$ cat src/sv/pid_filtered_derivative_antiwindup_macros.svh
// Assertion helpers for the block's top module.
`ifndef PID_FILTERED_DERIVATIVE_ANTIWINDUP_MACROS_SVH
`define PID_FILTERED_DERIVATIVE_ANTIWINDUP_MACROS_SVH

// Same-cycle implication, checked outside reset.
`define PFD_ASSERT_IMP(lbl, ck, rn, ante, cons) \
	lbl: assert property (@(posedge ck) disable iff (!rn) (ante) |-> (cons)) \
		else $error("pfd assertion failed");

// Next-cycle implication, checked outside reset.
`define PFD_ASSERT_NXT(lbl, ck, rn, ante, cons) \
	lbl: assert property (@(posedge ck) disable iff (!rn) (ante) |=> (cons)) \
		else $error("pfd assertion failed");

`endif

$ cat src/sv/pfd_pkg.sv
package pfd_pkg;

	localparam int VW = 32;
	localparam int FRAC = 16;
	localparam int DTF = 20;
	localparam int DTW = 24;
	localparam int IW = 48;
	localparam int AW = 17;
	localparam int RIW = 3;

	localparam logic [AW-1:0] ALPHA_ONE = AW'(65536);

	localparam logic [RIW-1:0] REG_GAIN_P = 3'd0;
	localparam logic [RIW-1:0] REG_GAIN_I = 3'd1;
	localparam logic [RIW-1:0] REG_GAIN_D = 3'd2;
	localparam logic [RIW-1:0] REG_GAIN_FF = 3'd3;
	localparam logic [RIW-1:0] REG_ALPHA = 3'd4;
	localparam logic [RIW-1:0] REG_OUT_MIN = 3'd5;
	localparam logic [RIW-1:0] REG_OUT_MAX = 3'd6;
	localparam logic [RIW-1:0] REG_OFFSET = 3'd7;

	localparam logic signed [VW-1:0] RST_GAIN_P = VW'(65536);
	localparam logic signed [VW-1:0] RST_GAIN_FF = VW'(65536);
	localparam logic signed [VW-1:0] RST_OUT_MIN = -VW'(65536000);
	localparam logic signed [VW-1:0] RST_OUT_MAX = VW'(65536000);

	typedef enum logic [3:0] {
		ST_IDLE, ST_P, ST_INC, ST_IT, ST_CDIV, ST_IT2,
		ST_RAW, ST_FA, ST_FB, ST_D, ST_FF, ST_SUM
	} state_t;

	typedef struct packed {
		logic start;
		logic signed [VW-1:0] x;
		logic signed [IW-1:0] y;
		logic sh_dt;
		logic wide;
	} mul_req_t;

	typedef struct packed {
		logic start;
		logic signed [VW+1:0] n;
		logic signed [VW-1:0] d;
		logic sh_dt;
		logic wide;
	} div_req_t;

	typedef struct packed {
		logic busy;
		logic done;
		logic signed [IW-1:0] res;
	} unit_sts_t;

	// Signed magnitude to a value saturated to the 32-bit or the 48-bit range.
	function automatic logic signed [IW-1:0] pack_sat(input logic neg, input logic [63:0] m,
			input logic wide);
		logic [63:0] hi;
		logic [63:0] lim;
		logic [63:0] mm;
		hi = wide ? ((64'd1 << (IW - 1)) - 64'd1) : ((64'd1 << (VW - 1)) - 64'd1);
		lim = hi + 64'd1;
		if (neg) begin
			mm = (m > lim) ? lim : m;
			return $signed(IW'(64'd0 - mm));
		end
		mm = (m > hi) ? hi : m;
		return $signed(IW'(mm));
	endfunction

	function automatic logic signed [VW-1:0] sat_v(input logic signed [VW:0] v);
		if (v[VW] != v[VW-1]) begin
			return v[VW] ? {1'b1, {(VW-1){1'b0}}} : {1'b0, {(VW-1){1'b1}}};
		end
		return v[VW-1:0];
	endfunction

endpackage

$ cat src/sv/pfd_mul.sv
module pfd_mul (
	input logic clk,
	input logic arst_n,
	input pfd_pkg::mul_req_t req,
	output pfd_pkg::unit_sts_t sts
);
	import pfd_pkg::*;

	localparam int HW = IW / 2;

	logic [VW-1:0] ma_q;
	logic [IW-1:0] mb_q;
	logic neg_q, sh_q, wide_q;
	logic [VW+HW-1:0] p_q;
	logic [VW+IW-1:0] acc_q;
	logic [1:0] cnt_q;
	logic busy_q, done_q;
	logic signed [IW-1:0] res_q;
	logic [HW-1:0] half;

	assign half = cnt_q[0] ? mb_q[IW-1:HW] : mb_q[HW-1:0];

	always_ff @(posedge clk or negedge arst_n) begin
		if (!arst_n) begin
			busy_q <= 1'b0;
			done_q <= 1'b0;
			cnt_q <= '0;
		end else begin
			done_q <= 1'b0;
			if (req.start) begin
				busy_q <= 1'b1;
				cnt_q <= '0;
			end else if (busy_q) begin
				cnt_q <= cnt_q + 2'd1;
				if (cnt_q == 2'd3) begin
					busy_q <= 1'b0;
					done_q <= 1'b1;
				end
			end
		end
	end

	// The 48-bit operand goes through the multiplier in two halves.
	always_ff @(posedge clk) begin
		if (req.start) begin
			ma_q <= req.x[VW-1] ? VW'(-req.x) : VW'(req.x);
			mb_q <= req.y[IW-1] ? IW'(-req.y) : IW'(req.y);
			neg_q <= req.x[VW-1] ^ req.y[IW-1];
			sh_q <= req.sh_dt;
			wide_q <= req.wide;
		end else if (busy_q) begin
			unique case (cnt_q)
				2'd0: p_q <= (VW+HW)'(ma_q) * (VW+HW)'(half);
				2'd1: begin
					acc_q <= (VW+IW)'(p_q);
					p_q <= (VW+HW)'(ma_q) * (VW+HW)'(half);
				end
				2'd2: acc_q <= acc_q + ((VW+IW)'(p_q) << HW);
				default: res_q <= pack_sat(neg_q,
					sh_q ? 64'(acc_q >> DTF) : 64'(acc_q >> FRAC), wide_q);
			endcase
		end
	end

	assign sts.busy = busy_q;
	assign sts.done = done_q;
	assign sts.res = res_q;

endmodule

$ cat src/sv/pfd_div.sv
module pfd_div (
	input logic clk,
	input logic arst_n,
	input pfd_pkg::div_req_t req,
	output pfd_pkg::unit_sts_t sts
);
	import pfd_pkg::*;

	localparam int NW = 56;
	localparam int STEPS = NW / 2;
	localparam int CW = $clog2(STEPS);

	logic [NW-1:0] num_q, q_q, q_next;
	logic [VW-1:0] dm_q, r_q;
	logic neg_q, wide_q;
	logic [CW-1:0] cnt_q;
	logic busy_q, done_q;
	logic signed [IW-1:0] res_q;
	logic [VW+1:0] mn;
	logic [VW:0] r1, r1s, r2, r2s;
	logic ge1, ge2;

	assign mn = req.n[VW+1] ? (VW+2)'(-req.n) : (VW+2)'(req.n);

	// Two restoring steps per cycle.
	always_comb begin
		r1 = {r_q, num_q[NW-1]};
		ge1 = r1 >= {1'b0, dm_q};
		r1s = ge1 ? r1 - {1'b0, dm_q} : r1;
		r2 = {r1s[VW-1:0], num_q[NW-2]};
		ge2 = r2 >= {1'b0, dm_q};
		r2s = ge2 ? r2 - {1'b0, dm_q} : r2;
		q_next = {q_q[NW-3:0], ge1, ge2};
	end

	always_ff @(posedge clk or negedge arst_n) begin
		if (!arst_n) begin
			busy_q <= 1'b0;
			done_q <= 1'b0;
			cnt_q <= '0;
		end else begin
			done_q <= 1'b0;
			if (req.start) begin
				busy_q <= 1'b1;
				cnt_q <= '0;
			end else if (busy_q) begin
				cnt_q <= cnt_q + CW'(1);
				if (cnt_q == CW'(STEPS - 1)) begin
					busy_q <= 1'b0;
					done_q <= 1'b1;
				end
			end
		end
	end

	always_ff @(posedge clk) begin
		if (req.start) begin
			num_q <= req.sh_dt ? (NW'(mn) << DTF) : (NW'(mn) << FRAC);
			dm_q <= req.d[VW-1] ? VW'(-req.d) : VW'(req.d);
			r_q <= '0;
			q_q <= '0;
			neg_q <= req.n[VW+1] ^ req.d[VW-1];
			wide_q <= req.wide;
		end else if (busy_q) begin
			num_q <= num_q << 2;
			r_q <= r2s[VW-1:0];
			q_q <= q_next;
			if (cnt_q == CW'(STEPS - 1)) begin
				res_q <= pack_sat(neg_q, 64'(q_next), wide_q);
			end
		end
	end

	assign sts.busy = busy_q;
	assign sts.done = done_q;
	assign sts.res = res_q;

endmodule

$ cat src/sv/pid_filtered_derivative_antiwindup.sv
// Channel   Handshake               Word
// in        in_valid / in_ready     mode, setpoint, measured_value, feedforward_value,
//                                   elapsed_time
// out       out_valid / out_ready   control_out
// cfg       cfg_we                  cfg_index, cfg_data
//
// A clear, a first sample or a zero elapsed time gives its result in the cycle after acceptance.
// A full sample runs up to eight multiplier passes and up to two divides, then a final sum. A zero
// gain_i skips the integral term, and an integral that is clamped back adds a divide and a further
// multiplier pass.
// arst_n clears the sequencer, the registers to their reset values and the controller state.
// A new word is taken only once the previous result has been taken at the output.
`include "pid_filtered_derivative_antiwindup_macros.svh"

module pid_filtered_derivative_antiwindup (
	input logic clk,
	input logic arst_n,
	input logic in_valid,
	output logic in_ready,
	input logic mode,
	input logic signed [pfd_pkg::VW-1:0] setpoint,
	input logic signed [pfd_pkg::VW-1:0] measured_value,
	input logic signed [pfd_pkg::VW-1:0] feedforward_value,
	input logic [pfd_pkg::DTW-1:0] elapsed_time,
	output logic out_valid,
	input logic out_ready,
	output logic signed [pfd_pkg::VW-1:0] control_out,
	input logic cfg_we,
	input logic [pfd_pkg::RIW-1:0] cfg_index,
	input logic [pfd_pkg::VW-1:0] cfg_data
);
	import pfd_pkg::*;

	localparam int SW = VW + 4;

	logic signed [VW-1:0] gain_p_q, gain_i_q, gain_d_q, gain_ff_q;
	logic signed [VW-1:0] out_min_q, out_max_q, offset_q;
	logic [AW-1:0] alpha_q, alpha_c;

	logic started_q;
	logic signed [VW-1:0] prev_err_q, fd_q, last_q;
	logic signed [IW-1:0] integ_q;

	logic signed [VW-1:0] err_q, ffv_q, raw_q, tmp_q, out_q;
	logic [DTW-1:0] dt_q;
	logic signed [SW-1:0] sum_q;
	logic clamp_hi_q, issued_q, ovalid_q;

	state_t state_q, state_d;
	mul_req_t mreq;
	div_req_t dreq;
	unit_sts_t msts, dsts;

	logic accept, op_done, is_div;
	logic signed [IW-1:0] op_res;
	logic signed [VW-1:0] res_v, lc;
	logic signed [IW:0] isum;
	logic signed [SW-1:0] fsum;

	pfd_mul u_mul (.clk(clk), .arst_n(arst_n), .req(mreq), .sts(msts));
	pfd_div u_div (.clk(clk), .arst_n(arst_n), .req(dreq), .sts(dsts));

	assign in_ready = (state_q == ST_IDLE) && !ovalid_q;
	assign accept = in_valid && in_ready;
	assign out_valid = ovalid_q;
	assign control_out = out_q;

	assign alpha_c = (alpha_q > ALPHA_ONE) ? ALPHA_ONE : alpha_q;
	assign is_div = (state_q == ST_CDIV) || (state_q == ST_RAW);
	assign op_done = msts.done || dsts.done;
	assign op_res = is_div ? dsts.res : msts.res;
	assign res_v = op_res[VW-1:0];
	assign isum = (IW+1)'(integ_q) + (IW+1)'(msts.res);
	assign fsum = sum_q + SW'(offset_q);

	// The limit checks run against out_max first, so a sum above out_max and below out_min gets out_max.
	always_comb begin
		if (fsum > SW'(out_max_q)) begin
			lc = out_max_q;
		end else if (fsum < SW'(out_min_q)) begin
			lc = out_min_q;
		end else begin
			lc = fsum[VW-1:0];
		end
	end

	always_comb begin
		state_d = state_q;
		unique case (state_q)
			ST_IDLE: begin
				if (accept && !mode && started_q && (elapsed_time != '0)) begin
					state_d = ST_P;
				end
			end
			ST_P: if (op_done) state_d = ST_INC;
			ST_INC: if (op_done) state_d = (gain_i_q == '0) ? ST_RAW : ST_IT;
			ST_IT: begin
				if (op_done) begin
					state_d = (res_v > out_max_q || res_v < out_min_q) ? ST_CDIV : ST_RAW;
				end
			end
			ST_CDIV: if (op_done) state_d = ST_IT2;
			ST_IT2: if (op_done) state_d = ST_RAW;
			ST_RAW: if (op_done) state_d = ST_FA;
			ST_FA: if (op_done) state_d = ST_FB;
			ST_FB: if (op_done) state_d = ST_D;
			ST_D: if (op_done) state_d = ST_FF;
			ST_FF: if (op_done) state_d = ST_SUM;
			ST_SUM: state_d = ST_IDLE;
			default: state_d = ST_IDLE;
		endcase
	end

	always_comb begin
		mreq = '0;
		dreq = '0;
		unique case (state_q)
			ST_P: begin
				mreq.x = gain_p_q;
				mreq.y = IW'(err_q);
			end
			ST_INC: begin
				mreq.x = err_q;
				mreq.y = $signed(IW'(dt_q));
				mreq.sh_dt = 1'b1;
				mreq.wide = 1'b1;
			end
			ST_IT, ST_IT2: begin
				mreq.x = gain_i_q;
				mreq.y = integ_q;
			end
			ST_FA: begin
				mreq.x = $signed(VW'(alpha_c));
				mreq.y = IW'(fd_q);
			end
			ST_FB: begin
				mreq.x = $signed(VW'(ALPHA_ONE - alpha_c));
				mreq.y = IW'(raw_q);
			end
			ST_D: begin
				mreq.x = gain_d_q;
				mreq.y = IW'(fd_q);
			end
			ST_FF: begin
				mreq.x = gain_ff_q;
				mreq.y = IW'(ffv_q);
			end
			ST_CDIV: begin
				dreq.n = clamp_hi_q ? (VW+2)'(out_max_q) : (VW+2)'(out_min_q);
				dreq.d = gain_i_q;
				dreq.wide = 1'b1;
			end
			ST_RAW: begin
				dreq.n = (VW+2)'(err_q) - (VW+2)'(prev_err_q);
				dreq.d = $signed(VW'(dt_q));
				dreq.sh_dt = 1'b1;
			end
			default: begin
			end
		endcase
		mreq.start = !issued_q && !is_div && (state_q != ST_IDLE) && (state_q != ST_SUM);
		dreq.start = !issued_q && is_div;
	end

	always_ff @(posedge clk or negedge arst_n) begin
		if (!arst_n) begin
			state_q <= ST_IDLE;
			issued_q <= 1'b0;
			ovalid_q <= 1'b0;
			gain_p_q <= RST_GAIN_P;
			gain_i_q <= '0;
			gain_d_q <= '0;
			gain_ff_q <= RST_GAIN_FF;
			alpha_q <= '0;
			out_min_q <= RST_OUT_MIN;
			out_max_q <= RST_OUT_MAX;
			offset_q <= '0;
			started_q <= 1'b0;
			prev_err_q <= '0;
			integ_q <= '0;
			fd_q <= '0;
			last_q <= '0;
		end else begin
			state_q <= state_d;
			if (op_done) begin
				issued_q <= 1'b0;
			end else if (mreq.start || dreq.start) begin
				issued_q <= 1'b1;
			end
			if (out_valid && out_ready) begin
				ovalid_q <= 1'b0;
			end
			if (cfg_we) begin
				unique case (cfg_index)
					REG_GAIN_P: gain_p_q <= cfg_data;
					REG_GAIN_I: gain_i_q <= cfg_data;
					REG_GAIN_D: gain_d_q <= cfg_data;
					REG_GAIN_FF: gain_ff_q <= cfg_data;
					REG_ALPHA: alpha_q <= cfg_data[AW-1:0];
					REG_OUT_MIN: out_min_q <= cfg_data;
					REG_OUT_MAX: out_max_q <= cfg_data;
					REG_OFFSET: offset_q <= cfg_data;
					default: begin
					end
				endcase
			end
			if (accept) begin
				if (mode) begin
					integ_q <= '0;
					ovalid_q <= 1'b1;
				end else if (!started_q) begin
					started_q <= 1'b1;
					ovalid_q <= 1'b1;
				end else if (elapsed_time == '0) begin
					ovalid_q <= 1'b1;
				end
			end
			if (op_done) begin
				unique case (state_q)
					ST_INC: begin
						if (gain_i_q == '0) begin
							integ_q <= '0;
						end else if (isum[IW] != isum[IW-1]) begin
							integ_q <= isum[IW] ? {1'b1, {(IW-1){1'b0}}}
								: {1'b0, {(IW-1){1'b1}}};
						end else begin
							integ_q <= isum[IW-1:0];
						end
					end
					ST_CDIV: integ_q <= op_res;
					ST_RAW: prev_err_q <= err_q;
					ST_FB: fd_q <= sat_v((VW+1)'(tmp_q) + (VW+1)'(res_v));
					default: begin
					end
				endcase
			end
			if (state_q == ST_SUM) begin
				last_q <= lc;
				ovalid_q <= 1'b1;
			end
		end
	end

	always_ff @(posedge clk) begin
		if (accept) begin
			out_q <= (!mode && !started_q) ? '0 : last_q;
			err_q <= sat_v((VW+1)'(setpoint) - (VW+1)'(measured_value));
			ffv_q <= feedforward_value;
			dt_q <= elapsed_time;
		end
		if (op_done) begin
			unique case (state_q)
				ST_P: sum_q <= SW'(res_v);
				ST_IT: begin
					clamp_hi_q <= res_v > out_max_q;
					if (!(res_v > out_max_q || res_v < out_min_q)) begin
						sum_q <= sum_q + SW'(res_v);
					end
				end
				ST_IT2, ST_D, ST_FF: sum_q <= sum_q + SW'(res_v);
				ST_RAW: raw_q <= res_v;
				ST_FA: tmp_q <= res_v;
				default: begin
				end
			endcase
		end
		if (state_q == ST_SUM) begin
			out_q <= lc;
		end
	end

	`PFD_ASSERT_IMP(a_ready_no_pending, clk, arst_n, in_ready, !out_valid)
	`PFD_ASSERT_NXT(a_accept_then_busy, clk, arst_n, in_valid && in_ready, !in_ready)
	`PFD_ASSERT_IMP(a_one_unit_busy, clk, arst_n, msts.busy, !dsts.busy)
	`PFD_ASSERT_IMP(a_started_sticky, clk, arst_n, 1'b1, !$fell(started_q))

endmodule
$ cat config.mk
export PLATFORM = sky130hd
export DESIGN_NAME = pid_filtered_derivative_antiwindup
export DESIGN_NICKNAME = d
export VERILOG_FILES = /design/src/sv/pfd_pkg.sv /design/src/sv/pfd_mul.sv /design/src/sv/pfd_div.sv /design/src/sv/pid_filtered_derivative_antiwindup.sv
export VERILOG_INCLUDE_DIRS = /design/src /design/src/sv
export SDC_FILE = /design/constraint.sdc
export NUM_CORES = 2
export LEC_CHECK = 0
export ABC_AREA = 1
export BUFFER_PORTS_ARGS = -buffer_cell sky130_fd_sc_hd__buf_2
export CORE_AREA = 2 2 428 430
export CTS_CLUSTER_DIAMETER = 50
export DETAILED_ROUTE_END_ITERATION = 6
export DIE_AREA = 0 0 430 432
export PLACE_DENSITY = 0.84
export SKIP_LAST_GASP = 1
export SYNTH_ARGS = -nofsm -noshare
export SYNTH_HDL_FRONTEND = slang
export SYNTH_SLANG_ARGS = --single-unit
$ cat constraint.sdc
create_clock -name clk -period 12.85 [get_ports clk]
set_input_delay 0.6425 -clock clk [delete_from_list [all_inputs] [get_ports clk]]
set_output_delay 0.6425 -clock clk [all_outputs]
set_load 0.01 [all_outputs]
== Word level (Yosys, flattened, before mapping) ==
Index checks and enable logic that the tools add are counted.
Storage, ports and cells
  flip-flop bits (word level): 1115
  logic and storage cells: 281
Cells by class
  add/sub/neg operators: 20
  multiply operators: 1
  $lt $le $gt $ge: 11
  eq/ne operators: 38
  muxes and demuxes: 101
  bitwise operators: 6
  reduce and logical (&&, ||, !) cells: 56
Operators by type and width (number)
  $mux W48: 15
  $pmux W80 S7: 1
  $mux W32: 13
  $pmux W80 S2: 1
  $mux W47: 3
  $pmux W66 S2: 1
  $mux W56: 2
  $pmux W36 S3: 1
  $add A47 B1 Y48 const B: 2
  $pmux W48 S2: 1
  $sub A1 B48 Y48 const A: 2
  $add A80 B80 Y80: 1
  $add A36 B32 Y36: 2
  $mux W34: 2
  $ge A33 B32 Y1: 2
  $sub A32 B32 Y33: 2
  $gt A56 B64 Y1: 1
  $gt A64 B47 Y1: 1
  $gt A64 B64 Y1: 1
  $mux W64: 1
  $neg A32 Y32: 2
  $sub A32 B32 Y32: 2
  $mux W31: 2
  $gt A56 B47 Y1: 1
  other kinds (56): 171

== Logic depth before layout (Yosys ltp) ==
  depth in word-level cells: 9
  mapped depth: 44
  mapped depth without buffers: 39

== Modules after synthesis ==
Synthesis repeated with hierarchy kept, for this count alone.
Unflattened totals
  cell total of the unflattened synthesis: 12959
  area total of the unflattened synthesis: 100722.9 um^2
Modules (own cells, without submodules)
  pid_filtered_derivative_antiwindup: instances 1, cells an instance 5670, area an instance 43022.5 um^2
  pfd_mul: instances 1, cells an instance 5131, area an instance 41743.8 um^2
  pfd_div: instances 1, cells an instance 2158, area an instance 15956.6 um^2

== Worst setup path before layout ==
No wires, ideal clock.
  path type: register -> register
  from: register state_q[2]
  to: register u_mul.p_q[0], enable pin
  setup time: 1.438 ns
  arrival time: 12.184 ns
  data required time: 11.412 ns
  path slack: -0.771 ns
  stages on the path, launching flop included: 7
  path buffers: 0
  clock period less this slack: 13.621 ns
  cells stage by stage: dfrtp_1 inv_2 nor2_1 nand2_1 nand2_1 nor3_1 nor3_1
RTL lines
  start, declared: RTL line pid_filtered_derivative_antiwindup.sv:49  | state_t state_q, state_d;
  start signal, assigned: RTL line pid_filtered_derivative_antiwindup.sv:184  | state_q <= state_d;
  end signal, assigned: RTL line pfd_mul.sv:53  | 2'd0: p_q <= (VW+HW)'(ma_q) * (VW+HW)'(half);
  end signal, assigned: RTL line pfd_mul.sv:56  | p_q <= (VW+HW)'(ma_q) * (VW+HW)'(half);
  end, declared: RTL line pfd_mul.sv:14  | logic [VW+HW-1:0] p_q;

== Worst setup path in the final report ==
  from: register u_mul.cnt_q[0]
  to: register u_mul.p_q[50], data pin
On the way
  cells in the longest elaborated chain, start to end: 2
Ends and longest elaborated chain
  start, declared: RTL line pfd_mul.sv:16  | logic [1:0] cnt_q;
  start signal, assigned: RTL line pfd_mul.sv:34  | cnt_q <= cnt_q + 2'd1;
  $mux W24: RTL line pfd_mul.sv:21  | assign half = cnt_q[0] ? mb_q[IW-1:HW] : mb_q[HW-1:0];
  $mul A32 B24 Y56: RTL line pfd_mul.sv:53, pfd_mul.sv:56
No other way between the ends.
A chain may end at the register's enable or synchronous reset.

==> flow_summary.ini <==
[global_route]
first_global_vias = 88000
grt_antenna_before_repair = 29
first_pass_grt_wire_length_microns = 537000
largest_net_degree_at_the_start_of_global_routing = 162
grt_util_all_layers_pct = 38.1
grt_overflow_total = 0

[logic_synthesis]
synthesis.area_sq_um = 99300
post_synth_edffs = 593
cell_type_with_the_highest_aggregate_area_in_the_netlist = edfxtp_1
ys_top_cells_by_area = edfxtp_1 (18%), fa_1 (13%), nand2_1 (11%), dfrtp_1 (9.8%), ha_1 (8.6%)
ys_warn_count = 0
synth-seq-cells = 1082
synthesis.instances = 12700
fraction_of_registers_with_async_set_or_reset_after_synthesis_pct = 37.2
post-synth-top-area-fraction_pct = 17.9
synth_seq_area_share_pct = 29.8
ys_dominant_reg_cell = edfxtp_1
synth_fp_nets = 14200
synthDistinctLibCells = 79
post_synth.cell_area_avg_sq_um = 7.81

[min_path]
holdPathStages = 1
timing.hold.worst_endpoint = dt_q[8]
hold_path_startpoint = elapsed_time[8]
hold_path.class = primary input to register

[critical_path]
cp_slowest_stage_delay_ns = 0.78
worst-path-buf-inv = 9
critical_path_class = register to register
worst_r2r_path_cells = 30
cp-end-kind = register
cp_data_required_time_ns = 13.42
worst_path_dominant_cell_family = adder cells
timing.critical_path.slowest_stage_cell = inv_1
crit-reg2reg-capture = u_mul.p_q[50]
crit_path_start = u_mul.cnt_q[0]
max_fo_critical_path = 22
timing.critical_path.from_type = register
r2r_setup_slack_ns = 4.27
path_common_cell = inv_1
critical_path.reg2reg.startpoint = u_mul.cnt_q[0]
worst_ep_arrival_time_ns = 9.15

[routing]
detail-route-antenna-nets = 0
wl_microns = 356000
wl_per_cell_microns = 23.3
first_pass_iteration_count_of_the_detailed_router = 7
vias = 92600
detail_route.iter0.violations = 12600
route.detailed.drc = 3
detail_route.vias_per_cell = 6.05

[run]
max_cap_violations = 0

[floorplan]
initial_utilization_pct = 54.7
fp_rows = 157
floorplan.core_area_sq_um = 182000
die_w_microns = 430
design.portCount = 195
die_area_sq_um = 186000
die_outline_height_microns = 432

[sta]
tightestPinTransition_ns = 1.33
fin_worst_skew_ns = 0.0729
post-route-period-util_pct = 66.8
slew-limit-headroom_pct = 11.6
max_clock_freq_ghz = 0.116
timing.final.setup_violations = 0
finalWorstPathRequiredPeriod_ns = 8.58
final-max-slew-violation-count = 0
fin_tns_setup_ns = 0
finalHoldViolCount = 0
setup_repair_after_global_routing_missed_its_margin = false

[cells_and_area]
finalCoreUtilization_pct = 59.5
fin_area_sq_um = 108000
post_route_cells_drive_above_1_share_pct = 6.52
area_growth_pct = 8.82
nets = 14300

[clock_tree]
cts_inserted_buffers = 146
post_cts_resize_count = 0
cts_root_buf = clkbuf_16
htreeDepth = 4
clock_sink_count = 1082
cts_tree = done
cts_max_path_buffers = 3
worstSkewPairLatency_ns = 0.87
post_cts_setup_inserts = 0
worst_setup_hold_path_clk_slew_ns = 0.06

[outcome]
failed_checks = DRC
run_status = complete, but fails checks

[placed_design]
detailed_place.area_sq_um = 103000
gpl_congestion = 1.07
dp_hpwl_microns = 275000
numPortBuffers = 194
==> per-layer routing <==
metal	track usage (%)	part of all wire (%)
met1	49.9	38
met2	56.2	42
met3	10.9	13
met4	22.6	7.1
met5	0.729	0.072
==> through the flow <==
stage	std cells	worst slack [ns]	hold slack, ns
final	15300	4.27	0.0360
after global routing	15300	3.75	0.0172
after CTS	15300	4.35	0.0000915
after detailed placement	15000	4.40	0.456
after global placement	15000	4.44	0.449
after floorplan	12700	4.33	0.347
==> placed cells by master (no fill, tap or decap), drive strengths merged, types with 42 or more instances in the layout <==
| cell type | count |
|---|---|
| nand4 | 120 |
| nor2 | 1153 |
| fa | 667 |
| o21ai | 992 |
| a31oi | 95 |
| o211ai | 121 |
| a21boi | 53 |
| ha | 683 |
| o22ai | 78 |
| nor3 | 114 |
| xnor2 | 161 |
| o21a | 42 |
| dfxtp | 86 |
| or2 | 115 |
| a21oi | 780 |
| o21bai | 50 |
| clkinv | 69 |
| nor4 | 75 |
| nand2 | 3011 |
| clkbuf | 175 |
| edfxtp | 593 |
| inv | 1912 |
| nand3 | 395 |
| buf | 326 |
| dfrtp | 387 |
| xor2 | 267 |
==> cell usage after synthesis, drive strengths merged (21+ instances only) <==
library cell and n:
o41ai 38, nand4 120, a22o 31, o22ai 78, a21boi 53, o21bai 50, o211ai 121, a21oi 780
xnor2 161, a21o 30, or2 115, nand2 3011, o221ai 40, nor2 1153, buf 140, clkbuf 303
o21a 42, a31oi 95, ha 683, edfxtp 593, nor4 75, o31ai 27, inv 1889, dfxtp 86
o21ai 992, dfrtp 387, xor2 267, nor3 114, fa 667, nand3 395, a221oi 32, a211oi 21
==> layout make-up <==
cell class | instances | area, sq um
multi-input cells | 9293 | 60900
well taps | 2385 | 2980
inverters | 1900 | 7140
clock buffers | 175 | 3890
diodes | 15 | 37.5
clock inverters | 97 | 1300
fillers | 16000 | 73600
repair buffers | 348 | 2200
flip-flops and latches | 1082 | 29600
==> cells by family (layout without fill, tap and decap cells) <==
logic type      count (synthesis)  in the layout  synth area share (%)
flops                        1082           1082                  29.8
compound gates               2483           2483                  14.4
mux                             9              9                0.0907
other cells                     0             15                     0
buf+inv                      2343           2520                  9.07
simple gates                 5023           5023                  20.7
xor+xnor                      428            428                  3.77
fa+ha+maj                    1350           1350                  22.1
==> sequential cells by signal (all words and copies together), names as in the netlist, 36 cells and up <==
signal,cells
u_mul.p_q,56
u_mul.mb_q,48
u_div.num_q,40
integ_q,48
sum_q,36
u_div.res_q,48
u_mul.acc_q,64
u_div.q_q,54
u_mul.res_q,48
==> worst max path at each step <==
stage	depth (start not counted)	slack, ns	to
2_1_floorplan	6	4.33	u_mul.p_q[0]
3_3_place_gp	31	4.44	u_mul.p_q[49]
3_5_place_dp	30	4.40	u_mul.p_q[50]
4_1_cts	30	4.35	u_mul.p_q[50]
5_1_grt	30	3.75	u_mul.p_q[50]
6_report	30	4.27	u_mul.p_q[50]
==> worst register-to-register path, delay by kind of cell (launching register included) <==
family                     cells  cell delay, ns
and+or+nand+nor                6            0.92
buffers and inverters          9            1.57
AOI/OAI and AO/OA              6            1.39
xor gates and xnor gates       1            0.14
DFF                            1            0.38
adders and majority gates      8            3.97
==> repair_timing <==
action	CTS	global route
hold buffers	22	0
endpoints found under the hold margin	114	0
endpoints found under the setup margin	0	0
Power is not shown: default switching activity piles up to over one toggle a cycle in this logic, so the estimate is an artifact.
